==> src/rtl/fsc_pkg.sv <==
// Shared types and constants of the fan speed controller.
package fsc_pkg;

    localparam int TEMP_W   = 16;
    localparam int SPEED_W  = 8;
    localparam int TICK_W   = 16;
    localparam int CFG_AW   = 3;
    localparam int CFG_DW   = 16;
    localparam int PROD_W   = TEMP_W + SPEED_W;
    localparam int DIV_CNT_W = $clog2(SPEED_W);

    localparam logic [CFG_AW-1:0] REG_TEMP_LOW      = 3'd0;
    localparam logic [CFG_AW-1:0] REG_TEMP_HIGH     = 3'd1;
    localparam logic [CFG_AW-1:0] REG_FAIL_CODE     = 3'd2;
    localparam logic [CFG_AW-1:0] REG_MAX_SPEED     = 3'd3;
    localparam logic [CFG_AW-1:0] REG_MIN_SPEED     = 3'd4;
    localparam logic [CFG_AW-1:0] REG_STARTUP_SPEED = 3'd5;
    localparam logic [CFG_AW-1:0] REG_MIN_RUN_TICKS = 3'd6;

    // Source of the target speed for the current tick.
    typedef enum logic [1:0] {
        TGT_MAX    = 2'd0,
        TGT_ZERO   = 2'd1,
        TGT_HOLD   = 2'd2,
        TGT_INTERP = 2'd3
    } tgt_kind_t;

    typedef struct packed {
        logic load;
        logic prep;
        logic step;
        logic finish;
    } fsc_cmd_t;

    typedef struct packed {
        logic div_last;
        logic out_free;
    } fsc_sts_t;

endpackage

==> src/rtl/fsc_ctrl.sv <==
// Sequencer that steps one tick through capture, setup, division and update.
module fsc_ctrl import fsc_pkg::*; (
    input  logic     aclk,
    input  logic     aresetn,
    input  logic     s_valid,
    output logic     s_ready,
    input  fsc_sts_t sts,
    output fsc_cmd_t cmd
);

    typedef enum logic [3:0] {
        ST_IDLE = 4'b0001,
        ST_PREP = 4'b0010,
        ST_DIV  = 4'b0100,
        ST_DONE = 4'b1000
    } state_t;

    state_t state_reg, state_next;

    always_ff @(posedge aclk) begin
        if (!aresetn) begin
            state_reg <= ST_IDLE;
        end else begin
            state_reg <= state_next;
        end
    end

    always_comb begin
        state_next = state_reg;
        cmd        = '0;
        s_ready    = 1'b0;
        case (state_reg)
            ST_IDLE: begin
                s_ready  = 1'b1;
                cmd.load = s_valid;
                if (s_valid) begin
                    state_next = ST_PREP;
                end
            end
            ST_PREP: begin
                cmd.prep   = 1'b1;
                state_next = ST_DIV;
            end
            ST_DIV: begin
                cmd.step = 1'b1;
                if (sts.div_last) begin
                    state_next = ST_DONE;
                end
            end
            ST_DONE: begin
                // Hold here until the previous result has been taken.
                if (sts.out_free) begin
                    cmd.finish = 1'b1;
                    state_next = ST_IDLE;
                end
            end
            default: begin
                state_next = ST_IDLE;
            end
        endcase
    end

endmodule

==> src/rtl/fsc_datapath.sv <==
// Configuration registers, target speed arithmetic, divider and run state.
module fsc_datapath import fsc_pkg::*; (
    input  logic                      aclk,
    input  logic                      aresetn,
    input  logic                      cfg_wr_en,
    input  logic [CFG_AW-1:0]         cfg_addr,
    input  logic [CFG_DW-1:0]         cfg_wdata,
    input  logic signed [TEMP_W-1:0]  s_temperature,
    output logic                      m_valid,
    input  logic                      m_ready,
    output logic [SPEED_W-1:0]        m_speed,
    output logic                      m_running,
    input  fsc_cmd_t                  cmd,
    output fsc_sts_t                  sts
);

    logic signed [TEMP_W-1:0] temp_low_reg, temp_high_reg, fail_code_reg;
    logic [SPEED_W-1:0]       max_speed_reg, min_speed_reg, startup_speed_reg;
    logic [TICK_W-1:0]        min_run_ticks_reg;

    logic signed [TEMP_W-1:0] temp_reg;
    tgt_kind_t                kind_reg, kind_next;
    logic                     neg_reg;
    logic [TEMP_W-1:0]        span_reg;
    logic [TEMP_W-1:0]        rem_reg, rem_next;
    logic [SPEED_W-1:0]       quo_reg, quo_next;
    logic [DIV_CNT_W-1:0]     cnt_reg;

    logic                     run_state_reg, run_state_next;
    logic [TICK_W-1:0]        run_timer_reg, run_timer_next;
    logic [SPEED_W-1:0]       last_speed_reg;
    logic                     m_valid_reg;
    logic [SPEED_W-1:0]       m_speed_reg;
    logic                     m_running_reg;

    logic [TEMP_W:0]          diff_full, span_full;
    logic [SPEED_W:0]         range_full, range_mag;
    logic [PROD_W-1:0]        product;
    logic [TEMP_W:0]          trial_div, trial;
    logic [SPEED_W-1:0]       target, speed_pre, speed_out;

    // Configuration writes.
    always_ff @(posedge aclk) begin
        if (!aresetn) begin
            temp_low_reg      <= 16'sd400;
            temp_high_reg     <= 16'sd600;
            fail_code_reg     <= 16'sh8000;
            max_speed_reg     <= 8'd100;
            min_speed_reg     <= 8'd20;
            startup_speed_reg <= 8'd50;
            min_run_ticks_reg <= 16'd10;
        end else if (cfg_wr_en) begin
            case (cfg_addr)
                REG_TEMP_LOW:      temp_low_reg      <= cfg_wdata;
                REG_TEMP_HIGH:     temp_high_reg     <= cfg_wdata;
                REG_FAIL_CODE:     fail_code_reg     <= cfg_wdata;
                REG_MAX_SPEED:     max_speed_reg     <= cfg_wdata[SPEED_W-1:0];
                REG_MIN_SPEED:     min_speed_reg     <= cfg_wdata[SPEED_W-1:0];
                REG_STARTUP_SPEED: startup_speed_reg <= cfg_wdata[SPEED_W-1:0];
                REG_MIN_RUN_TICKS: min_run_ticks_reg <= cfg_wdata[TICK_W-1:0];
                default: ;
            endcase
        end
    end

    // Classification and the numerator of the interpolation.
    always_comb begin
        diff_full  = {temp_reg[TEMP_W-1], temp_reg} - {temp_low_reg[TEMP_W-1], temp_low_reg};
        span_full  = {temp_high_reg[TEMP_W-1], temp_high_reg}
                   - {temp_low_reg[TEMP_W-1], temp_low_reg};
        range_full = {1'b0, max_speed_reg} - {1'b0, min_speed_reg};
        range_mag  = range_full[SPEED_W] ? ((SPEED_W+1)'(0) - range_full) : range_full;
        product    = PROD_W'(diff_full[TEMP_W-1:0]) * PROD_W'(range_mag[SPEED_W-1:0]);

        if (temp_high_reg == fail_code_reg || temp_reg == fail_code_reg) begin
            kind_next = TGT_MAX;
        end else if (temp_low_reg < temp_high_reg) begin
            if (temp_reg > temp_high_reg) begin
                kind_next = TGT_MAX;
            end else if (temp_reg < temp_low_reg) begin
                kind_next = TGT_ZERO;
            end else begin
                kind_next = TGT_INTERP;
            end
        end else begin
            if (temp_reg > temp_low_reg) begin
                kind_next = TGT_MAX;
            end else if (temp_reg < temp_high_reg) begin
                kind_next = TGT_ZERO;
            end else begin
                kind_next = TGT_HOLD;
            end
        end
    end

    // One restoring division step. The quotient never exceeds the speed
    // range, so the upper product bits start out as the partial remainder.
    always_comb begin
        trial_div = {rem_reg, quo_reg[SPEED_W-1]};
        trial     = trial_div - {1'b0, span_reg};
        if (!trial[TEMP_W]) begin
            rem_next = trial[TEMP_W-1:0];
            quo_next = {quo_reg[SPEED_W-2:0], 1'b1};
        end else begin
            rem_next = trial_div[TEMP_W-1:0];
            quo_next = {quo_reg[SPEED_W-2:0], 1'b0};
        end
    end

    always_ff @(posedge aclk) begin
        if (cmd.load) begin
            temp_reg <= s_temperature;
        end
        if (cmd.prep) begin
            kind_reg <= kind_next;
            neg_reg  <= range_full[SPEED_W];
            span_reg <= span_full[TEMP_W-1:0];
            rem_reg  <= product[PROD_W-1:SPEED_W];
            quo_reg  <= product[SPEED_W-1:0];
        end else if (cmd.step) begin
            rem_reg <= rem_next;
            quo_reg <= quo_next;
        end
    end

    always_ff @(posedge aclk) begin
        if (!aresetn) begin
            cnt_reg <= '0;
        end else if (cmd.prep) begin
            cnt_reg <= '0;
        end else if (cmd.step) begin
            cnt_reg <= cnt_reg + 1'b1;
        end
    end

    // Target selection and the off/run state machine.
    always_comb begin
        case (kind_reg)
            TGT_MAX:    target = max_speed_reg;
            TGT_ZERO:   target = '0;
            TGT_HOLD:   target = last_speed_reg;
            TGT_INTERP: target = neg_reg ? (min_speed_reg - quo_reg)
                                         : (min_speed_reg + quo_reg);
            default:    target = '0;
        endcase

        run_state_next = run_state_reg;
        run_timer_next = run_timer_reg;
        if (!run_state_reg) begin
            if (target > min_speed_reg) begin
                speed_pre      = startup_speed_reg;
                run_state_next = 1'b1;
                run_timer_next = min_run_ticks_reg;
            end else begin
                speed_pre = '0;
            end
        end else if (run_timer_reg != '0) begin
            run_timer_next = run_timer_reg - 1'b1;
            speed_pre      = (target < min_speed_reg) ? min_speed_reg : target;
        end else if (target < min_speed_reg) begin
            speed_pre      = '0;
            run_state_next = 1'b0;
        end else begin
            speed_pre = target;
        end
        speed_out = (speed_pre > max_speed_reg) ? max_speed_reg : speed_pre;
    end

    always_ff @(posedge aclk) begin
        if (!aresetn) begin
            run_state_reg  <= 1'b0;
            run_timer_reg  <= '0;
            last_speed_reg <= '0;
            m_valid_reg    <= 1'b0;
        end else begin
            if (cmd.finish) begin
                run_state_reg  <= run_state_next;
                run_timer_reg  <= run_timer_next;
                last_speed_reg <= speed_out;
                m_valid_reg    <= 1'b1;
            end else if (m_ready) begin
                m_valid_reg <= 1'b0;
            end
        end
    end

    always_ff @(posedge aclk) begin
        if (cmd.finish) begin
            m_speed_reg   <= speed_out;
            m_running_reg <= run_state_next;
        end
    end

    assign m_valid      = m_valid_reg;
    assign m_speed      = m_speed_reg;
    assign m_running    = m_running_reg;
    assign sts.div_last = (cnt_reg == DIV_CNT_W'(SPEED_W - 1));
    assign sts.out_free = !m_valid_reg || m_ready;

endmodule

==> src/rtl/fan_speed_controller.sv <==
// Fan speed controller: one temperature tick in, one speed and running flag out. A tick
// occupies the block from the capture cycle in which it is accepted, through a setup step that
// classifies the temperature and forms the interpolation product and the bit-serial divider
// (one quotient bit per cycle), to an update cycle. The next tick is accepted no earlier than
// the cycle in which the result becomes valid. The result waits in an output register, so
// the block starts the next tick while a result is still pending; it only stalls in the
// update cycle if that result is not taken.
module fan_speed_controller import fsc_pkg::*; (
    input  logic                     aclk,
    input  logic                     aresetn,
    input  logic                     cfg_wr_en,
    input  logic [CFG_AW-1:0]        cfg_addr,
    input  logic [CFG_DW-1:0]        cfg_wdata,
    input  logic                     s_valid,
    output logic                     s_ready,
    input  logic signed [TEMP_W-1:0] s_temperature,
    output logic                     m_valid,
    input  logic                     m_ready,
    output logic [SPEED_W-1:0]       m_speed,
    output logic                     m_running
);

    fsc_cmd_t cmd;
    fsc_sts_t sts;

    fsc_ctrl u_ctrl (
        .aclk    (aclk),
        .aresetn (aresetn),
        .s_valid (s_valid),
        .s_ready (s_ready),
        .sts     (sts),
        .cmd     (cmd)
    );

    fsc_datapath u_datapath (
        .aclk          (aclk),
        .aresetn       (aresetn),
        .cfg_wr_en     (cfg_wr_en),
        .cfg_addr      (cfg_addr),
        .cfg_wdata     (cfg_wdata),
        .s_temperature (s_temperature),
        .m_valid       (m_valid),
        .m_ready       (m_ready),
        .m_speed       (m_speed),
        .m_running     (m_running),
        .cmd           (cmd),
        .sts           (sts)
    );

endmodule

==> config.mk <==
export PLATFORM = sky130hd
export DESIGN_NAME = fan_speed_controller
export DESIGN_NICKNAME = d
export VERILOG_FILES = /design/src/rtl/fsc_pkg.sv /design/src/rtl/fsc_ctrl.sv /design/src/rtl/fsc_datapath.sv /design/src/rtl/fan_speed_controller.sv
export SDC_FILE = /design/constraint.sdc
export NUM_CORES = 1
export LEC_CHECK = 0
export BUFFER_PORTS_ARGS = -buffer_cell sky130_fd_sc_hd__buf_2
export CELL_PAD_IN_SITES_DETAIL_PLACEMENT = 0
export CELL_PAD_IN_SITES_GLOBAL_PLACEMENT = 2
export CORE_MARGIN = 2
export CORE_UTILIZATION = 36
export CTS_CLUSTER_SIZE = 24
export DETAILED_ROUTE_END_ITERATION = 7
export PLACE_DENSITY = 0.89
export SETUP_SLACK_MARGIN = 0.02
export SLEW_MARGIN = 20
export SYNTH_ARGS = -nofsm -noshare
export SYNTH_HDL_FRONTEND = slang
export SYNTH_SLANG_ARGS = --single-unit
==> constraint.sdc <==
create_clock -name aclk -period 6.6 [get_ports aclk]
set_input_delay 0.33 -clock aclk [delete_from_list [all_inputs] [get_ports aclk]]
set_output_delay 0.33 -clock aclk [all_outputs]
set_load 0.05 [all_outputs]
== After elaboration in Yosys (flattened, before gate mapping) ==
Cells that the tools add are included.

* Register bits after elaboration: 189
* Input port bits: 40
* Output and inout bits: 11
* Word-level logic and storage cells: 118

* $add $sub $neg: 9
* $mul: 1
* Magnitude comparators: 8
* Eq/ne operators: 20
* Muxes and demuxes: 39
* Bitwise operators: 1
* Reduce and logical (&&, ||, !) cells: 19

{| class="wikitable"
|+ Operators with widths
! kind !! number
|-
| two-way mux 16 bit || 6
|-
| two-way mux 8 bit || 10
|-
| < comparator 16 bit || 3
|-
| == test 16 bit || 2
|-
| > comparator 16 bit || 2
|-
| case mux 8 bit (4 select lines) || 1
|-
| subtractor 16 bit || 2
|-
| multiplier 16 x 8 -> 24 bit || 1
|-
| subtractor 17 x 16 -> 17 bit || 1
|-
| > comparator 8 bit || 2
|-
| case mux 4 bit (4 select lines) || 1
|-
| nonzero test 16 bit || 1
|-
| subtractor 16 x 1 -> 16 bit, second input constant || 1
|-
| AND reduction 2 bit || 7
|-
| two-way mux 1 bit || 13
|-
| == test 3 bit, second input constant || 4
|-
| two-way mux 4 bit || 3
|-
| two-way mux 2 bit || 5
|-
| subtractor 8 x 8 -> 9 bit || 1
|-
| adder 8 bit || 1
|-
| < comparator 8 bit || 1
|-
| inequality test 2 bit, second input constant || 4
|-
| subtractor 1 x 8 -> 8 bit, first input constant || 1
|-
| subtractor 8 bit || 1
|-
| 17 further kinds || 23
|}

== Longest topological paths before layout ==
Gate-level depths: netlist of run 1.

* Depth after elaboration: 9
* Depth in mapped cells: 30
* Depth with buffers taken out: 29

== Hierarchy ==
A second synthesis of run 1 with hierarchy kept.

* Cells, all modules: 1922
* Area, all modules: 16180.5 µm²

{| class="wikitable"
|+ By module, submodules not included
! module !! times used !! cells an instance !! area an instance (µm²)
|-
| fsc_datapath || 1 || 1897 || 15927.8
|-
| fsc_ctrl || 1 || 25 || 252.7
|}

== Least setup slack after synthesis of run 1 ==
No wires, ideal clock.

* Path kind: flip-flop to flip-flop
* From: reg u_datapath.min_speed_reg[0]
* To: reg u_datapath.rem_reg[14], data pin
* Setup time: 270 ps
* Data arrival time: 6467 ps
* Slack: -137 ps
* Cell stages (with the launch flop): 26
* Path buffers: 0
* Period minus slack after synthesis: 6737 ps
* Cells stage by stage: dfxtp_1 > ha_1 > inv_1 > fa_1 > a21o_1 > a21oi_1 > o21ai_0 > a21o_1 > a21o_1 > a31oi_1 > xnor2_1 > or2_2 > fa_1 > fa_1 > fa_1 > fa_1 > inv_1 > ha_1 > and3_1 > a221o_1 > o21ai_0 > o21ba_2 > o21ai_0 > a31oi_1 > xor2_1 > mux2i_1

* Cells in the longest elaborated chain, start to end: 5

{| class="wikitable"
|+ Ends and longest elaborated chain
! what !! RTL line !! source
|-
| start, declared || fsc_datapath.sv:18 || <nowiki>logic [SPEED_W-1:0] max_speed_reg, min_speed_reg, startup_speed_reg;</nowiki>
|-
| start signal, assigned || fsc_datapath.sv:58 || <nowiki>REG_MIN_SPEED: min_speed_reg <= cfg_wdata[SPEED_W-1:0];</nowiki>
|-
| subtractor 8 x 8 -> 9 bit (*) || fsc_datapath.sv:71 || <nowiki>range_full = {1'b0, max_speed_reg} - {1'b0, min_speed_reg};</nowiki>
|-
| subtractor 1 x 8 -> 8 bit || fsc_datapath.sv:72 || <nowiki>range_mag = range_full[SPEED_W] ? ((SPEED_W+1)'(0) - range_full) : range_full;</nowiki>
|-
| two-way mux 8 bit (*) || fsc_datapath.sv:72 ||
|-
| multiplier 16 x 8 -> 24 bit (*) || fsc_datapath.sv:73 || <nowiki>product = PROD_W'(diff_full[TEMP_W-1:0]) * PROD_W'(range_mag[SPEED_W-1:0]);</nowiki>
|-
| two-way mux 16 bit (*) || fsc_datapath.sv:114 || <nowiki>if (cmd.prep) begin</nowiki>
|-
| end signal, assigned || fsc_datapath.sv:118 || <nowiki>rem_reg <= product[PROD_W-1:SPEED_W];</nowiki>
|-
| end signal, assigned || fsc_datapath.sv:121 || <nowiki>rem_reg <= rem_next;</nowiki>
|-
| end, declared || fsc_datapath.sv:25 || <nowiki>logic [TEMP_W-1:0] rem_reg, rem_next;</nowiki>
|}

Mark *: on every way between the ends. The rest lies on a longest branch, timed or not.
A chain may end at the register's enable or synchronous reset.

== Final worst setup path of run 1 ==
* From: reg u_datapath.max_speed_reg[0]
* To: reg u_datapath.rem_reg[13], data pin

* Cells in the longest elaborated chain, start to end: 5

{| class="wikitable"
|+ Ends and longest elaborated chain
! what !! RTL line !! source
|-
| start, declared || fsc_datapath.sv:18 ||
|-
| start signal, assigned || fsc_datapath.sv:57 || <nowiki>REG_MAX_SPEED: max_speed_reg <= cfg_wdata[SPEED_W-1:0];</nowiki>
|-
| subtractor 8 x 8 -> 9 bit (*) || fsc_datapath.sv:71 ||
|-
| subtractor 1 x 8 -> 8 bit || fsc_datapath.sv:72 ||
|-
| two-way mux 8 bit (*) || fsc_datapath.sv:72 ||
|-
| multiplier 16 x 8 -> 24 bit (*) || fsc_datapath.sv:73 ||
|-
| two-way mux 16 bit (*) || fsc_datapath.sv:114 ||
|}

Marks and branches as above.

==> results of run 1 <==
-- worst paths after layout --
| kind | slack (ns) | to | depth (start not counted) |
|---|---|---|---|
| setup / recovery | 0.09 | u_datapath.rem_reg[13]$_DFFE_PN_ | 30 |
| hold / removal | 0.04 | u_datapath.temp_reg[3]$_DFFE_PP_ | 1 |
| setup reg to reg | 0.09 | u_datapath.rem_reg[13]$_DFFE_PN_ | 30 |
| hold reg to reg | 0.46 | u_datapath.temp_low_reg[10]$_SDFFE_PN0P_ | 2 |
-- layer usage --
layer	vias up	share of wire, %
met5	-	0
met4	0	2.1
met3	51	2.9
met2	221	47
met1	6503	48
li1	6703	-
-- through the flow --
| step | setup TNS, ns | total power, mW | instances | area (um2) |
|---|---|---|---|---|
| after global routing | -0.742 | 6.83 | 2618 | 18800 |
| after detailed placement | -1.69 | 4.31 | 2551 | 17400 |
| final | 0 | 6.31 | 2618 | 18800 |
| after global placement | -0.494 | 4.29 | 2551 | 17400 |
| after CTS | 0 | 5.52 | 2589 | 18100 |
| after floorplan | 0 | 3.44 | 1879 | 15900 |
-- worst reg2reg max path: cells and delay by family (launching register included) --
family          cells  cell delay [ns]
buf+inv             7             0.71
flops               1             0.33
xor+xnor            2             0.24
compound gates     10             1.65
simple gates        4             0.53
fa+ha+maj           7             2.75
-- power groups by stage --
stage               registers (mW)  logic (mW)  clock network [mW]
global route                  1.27        4.43                1.13
CTS                           1.27        3.15                1.09
detailed placement            1.30        3.02                   0
global placement              1.30        2.99                   0
floorplan                     1.28        2.16                   0
finish                        1.27        3.97                1.07
-- layout by cell type (no fill, tap or decap), types with 36 or more instances in the layout --
| cell | instances |
|---|---|
| xnor2_1 | 49 |
| ha_1 | 131 |
| o21ai_0 | 48 |
| buf_4 | 112 |
| nand2_1 | 270 |
| nor2_1 | 156 |
| dfxtp_1 | 119 |
| xor2_1 | 52 |
| a21oi_1 | 138 |
| fa_1 | 85 |
| nand2b_1 | 36 |
| edfxtp_1 | 68 |
| buf_2 | 51 |
| inv_1 | 190 |
-- logic make-up (layout without fill, tap and decap cells) --
family,after synthesis,count (layout),share of synthesized area (%)
xor gates and xnor gates,109,109,6.06
AOI/OAI and AO/OA,395,395,16.2
and+or+nand+nor,672,672,19.4
muxes,25,25,1.63
DFF,189,189,28.1
buffers and inverters,256,410,6.11
adders and majority gates,233,233,22.6
-- final cells by class --
cell class	count	share of cell area, %
clock buffers	19	2.41
clock inverters	13	0.772
inverters	201	4.01
multi-input cells	1434	58.5
flip-flops and latches	189	23.7
well taps	585	3.89
repair buffers	177	6.64
-- timing repair --
| action | 4_1_cts | 5_1_grt |
|---|---|---|
| hold buffers | 0 | 0 |
| hold endpoints to repair | 0 | 0 |
| setup endpoints to repair | 11 | 22 |
| cloned | 1 | 2 |
| pin swaps | 24 | 84 |
| setup buffers | 5 | 28 |
| resized for setup | 28 | 103 |
-- Yosys cell counts (all sizes together), types with 9 or more instances --
master and n:
clkbuf 47, nand4 11, nand3 33, edfxtp 68, xnor2 52, a31oi 16
o21a 18, a21oi 152, o21ai 59, o211ai 18, or2 23, nand2b 36
nor4 10, and3 14, nor2b 33, dfxtp 121, o31ai 10, fa 89
a21o 31, a21boi 9, mux2i 18, or3 14, nor2 163, xor2 57
inv 201, ha 144, nor3 35, nand2 272
==> metrics.txt, run 1 <==
Crit Path Max Fanout=8; clk sink count=189; Tmin final=6.51 ns; most crowded layer after global routing=met2; synth top area cells=dfxtp_1, edfxtp_1, ha_1, fa_1, nand2_1; unrepaired setup endpoints after global routing=yes; Cell Pwr Density=336 mW/mm2; leakage=7.90 nW; crit end category=register; chip height=214 um; met2 usage=32.4%; crit path DAT=6.68 ns; Iter 0 DRT Violations=657; clk_skew=0.0164 ns; number of flops mapped to enable cells by yosys=68; hold_sp=s_temperature[3]; HPWL Detailed=34400 um; final hold vios=0; pre-CTS WS=-0.267 ns; Fill cells=4305; antenna violations before repair=0; Syn Std Cell Area=0.0159 mm2; Worst-path clk slew=0.08 ns; multi-input logic area=0.0110 mm2; P_int=3.71 mW; diode count=0; post-layout util=43.4%; Storage cell area=0.00447 mm2; Max VDD drop=0.266 mV; Gate power share=62.9%; Clock Path Buffers=2; CP Launch Type=register; Mean Syn Cell Area=8.46 um2; Max-slew headroom=27.7%; DR vias=13500; Max-Cap Viols=0; sequential element share of the synthesized area=28.1%; area delta synth->final=18.4%; Routed WL per cell=17.0 um; Netlist cell types=73; Tot GR Track Use=19.1%; CTS root buf=clkbuf_16; P_sw=2.61 mW; routability cong.=0.868; number of synthesis warnings=0; critical path's most frequent cell=fa_1; outcome=complete, no violations; proportion of layout cells with a drive suffix above 1=16.7%; total gr overflow=0; Die Area=0.0458 mm2; Yosys top cell area share=15.2%; final setup vio count=0; Setup Crit Path Kind=reg2reg; fin worst setup slack=0.0883 ns; pin count of the biggest net entering global routing=58; #FFs+latches synth=189; CTS tree=built; Reg power frac=20.1%; I/O pin total=51; Via density=5.15; CP max stage delay=0.55 ns; Critical R2R Launch=u_datapath.max_speed_reg[0]$_SDFFE_PN0P_; post-synthesis cell count=1879; met1 Resource Use GR=25.6%; GR Util met3=2.17%; clock group share of total power=16.9%; H-Tree Depth=4; Pins Over Slew Limit=0; Core ar.=0.0434 mm2; FP Rows=76; crit-path leading delay family=adder cells; final net count=2293; Syn Nets=2152; clk_lat worst skew=0.47 ns; Worst Setup SP=u_datapath.max_speed_reg[0]$_SDFFE_PN0P_; drt drc=0; fin crit share=98.7%; Slew @ Worst Pin=1.08 ns; first-pass iteration count of the detailed router=5; Routed Antenna Nets=0; largest area contributor in the netlist=dfxtp_1; ys async rst share=0%; global-route wire length before repair=69800 um; maximum clock rate=154 MHz; vias in the first global route=13200; Buf/Inv on CP=7; ys flop type=dfxtp_1; final wirelength=44500 um; Hold/Removal Path Class=in2reg; Fin Hold WS=0.0383 ns; initial cell density of the core=36.6%; Die X=214 um; Sw Share=41.3%; I/O Buffers=50; CP max-delay cell=fa_1; Req. time, crit path=6.77 ns; Num CTS Buffers=17
Note: power is estimated with default switching activity, not from simulation.
==> run 2: changes to the inputs <==
SYNTH_HIERARCHICAL = 1   (was default)
==> run 2 against run 1 <==
Against the previous run: core utilization up 0.43 points; sequential cell count unchanged; sequential share of layout area down 0.74 points; synthesized area up 1.8%; first-iteration DRC count down 0.15%; worst setup slack better by 0.046 ns; critical path depth down 1.
==> metrics.txt, run 2 <==
ys async rst share=0%; final instance area=0.0194 mm2; DR vias=14000; Core ar.=0.0443 mm2; outcome=complete, no violations; Reg power frac=19.7%; Mean Syn Cell Area=8.42 um2; clock group share of total power=16.5%; Levels on crit path=29; unrepaired setup endpoints after global routing=yes; Cell Pwr Density=333 mW/mm2; leakage=8.03 nW; Tot GR Track Use=19.9%; pin count of the biggest net entering global routing=55; Num CTS Buffers=17; largest area contributor in the netlist=dfxtp_1; cell with the most instances after synthesis=nand2_1; vias in the first global route=13800; most frequent cells in the layout=nand2_1, inv_1, a21oi_1; Post-DP Area=0.0179 mm2; Clock Path Buffers=2; critical path's most frequent cell=fa_1; I/O pin total=51; final net count=2363; Die Area=0.0467 mm2; Via density=5.20; Tmin final=6.47 ns; Max-Cap Viols=0; Req. time, crit path=6.79 ns; Routed WL per cell=17.1 um; routability cong.=0.884; clk_lat worst skew=0.48 ns; final setup vio count=0; drt drc=0; first-pass iteration count of the detailed router=7; Syn Nets=2195; CTS root buf=clkbuf_16; proportion of layout cells with a drive suffix above 1=17.7%; crit-path leading delay family=adder cells; Worst Setup SP=u_datapath/max_speed_reg[0]$_SDFFE_PN0P_; clk_skew=0.0187 ns; Sw Share=41.7%; Routed Antenna Nets=0; Slew @ Worst Pin=1.04 ns; I/O Buffers=50; total gr overflow=0; area delta synth->final=20.0%; P_sw=2.70 mW; number of synthesis warnings=6; final hold vios=0; Yosys top cell area share=15.0%; #FFs+latches synth=189; CP max-delay cell=fa_1; maximum clock rate=155 MHz; CTS tree=built; Crit Path Max Fanout=3; Synth top cells by count=nand2_1, inv_1, a21oi_1; diode count=0; post-synthesis cell count=1922; FP Rows=77; CP max stage delay=0.53 ns; chip height=216 um; global-route wire length before repair=73300 um; Buf/Inv on CP=6; Hold/Removal Path Class=in2reg; synth top area cells=dfxtp_1, edfxtp_1, ha_1, fa_1, nand2_1; Netlist cell types=77; HPWL Detailed=36100 um; CP Launch Type=register; H-Tree Depth=4; Setup Crit Path Kind=reg2reg; Setup crit end=u_datapath/rem_reg[14]$_DFFE_PP_; Max VDD drop=0.311 mV; crit path DAT=6.65 ns; Worst-path clk slew=0.09 ns; crit end category=register; Max-slew headroom=30.7%; Die X=216 um; Gate power share=63.8%; Pins Over Slew Limit=0; Critical R2R Launch=u_datapath/max_speed_reg[0]$_SDFFE_PN0P_; sequential element share of the synthesized area=27.6%; clk sink count=189; Reg2Reg Setup Slack=0.13 ns; most common cell after layout, fill and taps aside=nand2_1; fin crit share=98.0%; post-layout util=43.8%; P_int=3.77 mW; Reg2Reg Depth=29; Critical R2R Capture=u_datapath/rem_reg[14]$_DFFE_PP_; number of flops mapped to enable cells by yosys=68; ys flop type=dfxtp_1; initial cell density of the core=36.5%; final wirelength=46200 um; Syn Std Cell Area=0.0162 mm2; antenna violations before repair=0; Iter 0 DRT Violations=656
[run 2: logic make-up after synthesis]
kind of cell / count (synthesis) / synth area share (%)
simple gates: 638 / 18.5
flops: 189 / 27.6
xor+xnor: 101 / 5.47
buf+inv: 274 / 6.44
compound gates: 461 / 18.2
mux: 26 / 1.67
fa+ha+maj: 233 / 22.1
[run 2: worst min path at each step]
stage                     slack, ns                                  endpoint  cells after the start                                     start
final                          0.03         u_datapath/temp_reg[15]$_DFFE_PP_                      1                         s_temperature[15]
after floorplan                0.43          u_datapath/temp_reg[0]$_DFFE_PP_                      0                          s_temperature[0]
after CTS                     0.003         u_datapath/temp_reg[15]$_DFFE_PP_                      1                         s_temperature[15]
after global placement         0.44  u_datapath/temp_low_reg[11]$_SDFFE_PN0P_                      2  u_datapath/temp_low_reg[11]$_SDFFE_PN0P_
after global routing           0.01         u_datapath/temp_reg[15]$_DFFE_PP_                      1                         s_temperature[15]
after detailed placement       0.45  u_datapath/temp_low_reg[10]$_SDFFE_PN0P_                      2  u_datapath/temp_low_reg[10]$_SDFFE_PN0P_
[run 2: cell type report]
class | instances | area, um2
Clock buffer | 17 | 425
Clock inverter | 15 | 184
Fill cell | 4415 | 24900
Inverter | 214 | 803
Multi-Input combinational cell | 1459 | 11300
Sequential cell | 189 | 4470
Tap cell | 592 | 741
Timing Repair Buffer | 209 | 1530
[run 2: per-layer routing]
metal | share of wire, % | global-route usage, % | up-vias
li1 | - | - | 6971
met1 | 47 | 26.9 | 6730
met2 | 47 | 32.5 | 256
met3 | 3.8 | 2.88 | 61
met4 | 2.7 | 7.08 | 0
met5 | 0 | 0 | -
[run 2: power by group through the flow]
stage	clock network [mW]	logic, mW	registers (mW)
2_1_floorplan	0	2.20	1.28
3_3_place_gp	0	3.19	1.30
3_5_place_dp	0	3.24	1.30
4_1_cts	1.10	3.73	1.27
5_1_grt	1.14	4.56	1.27
6_report	1.07	4.13	1.27
[run 2: timing repair]
| action | 4_1_cts | 5_1_grt |
|---|---|---|
| setup buffers | 20 | 13 |
| resized for setup | 66 | 74 |
| endpoints found under the setup margin | 10 | 26 |
| pin swaps | 67 | 70 |
| hold endpoints to repair | 7 | 0 |
| hold buffers | 7 | 0 |
[run 2: through the flow]
stage	setup TNS, ns	std cells	power, mW	hold slack, ns	setup slack (ns)
floorplan	0	1922	3.48	0.429	0.0614
global placement	-0.744	2624	4.49	0.444	-0.247
detailed placement	-1.52	2624	4.53	0.451	-0.355
CTS	0	2683	6.10	0.00253	0.0201
global route	-0.872	2695	6.97	0.00951	-0.175
finish	0	2695	6.47	0.0322	0.135
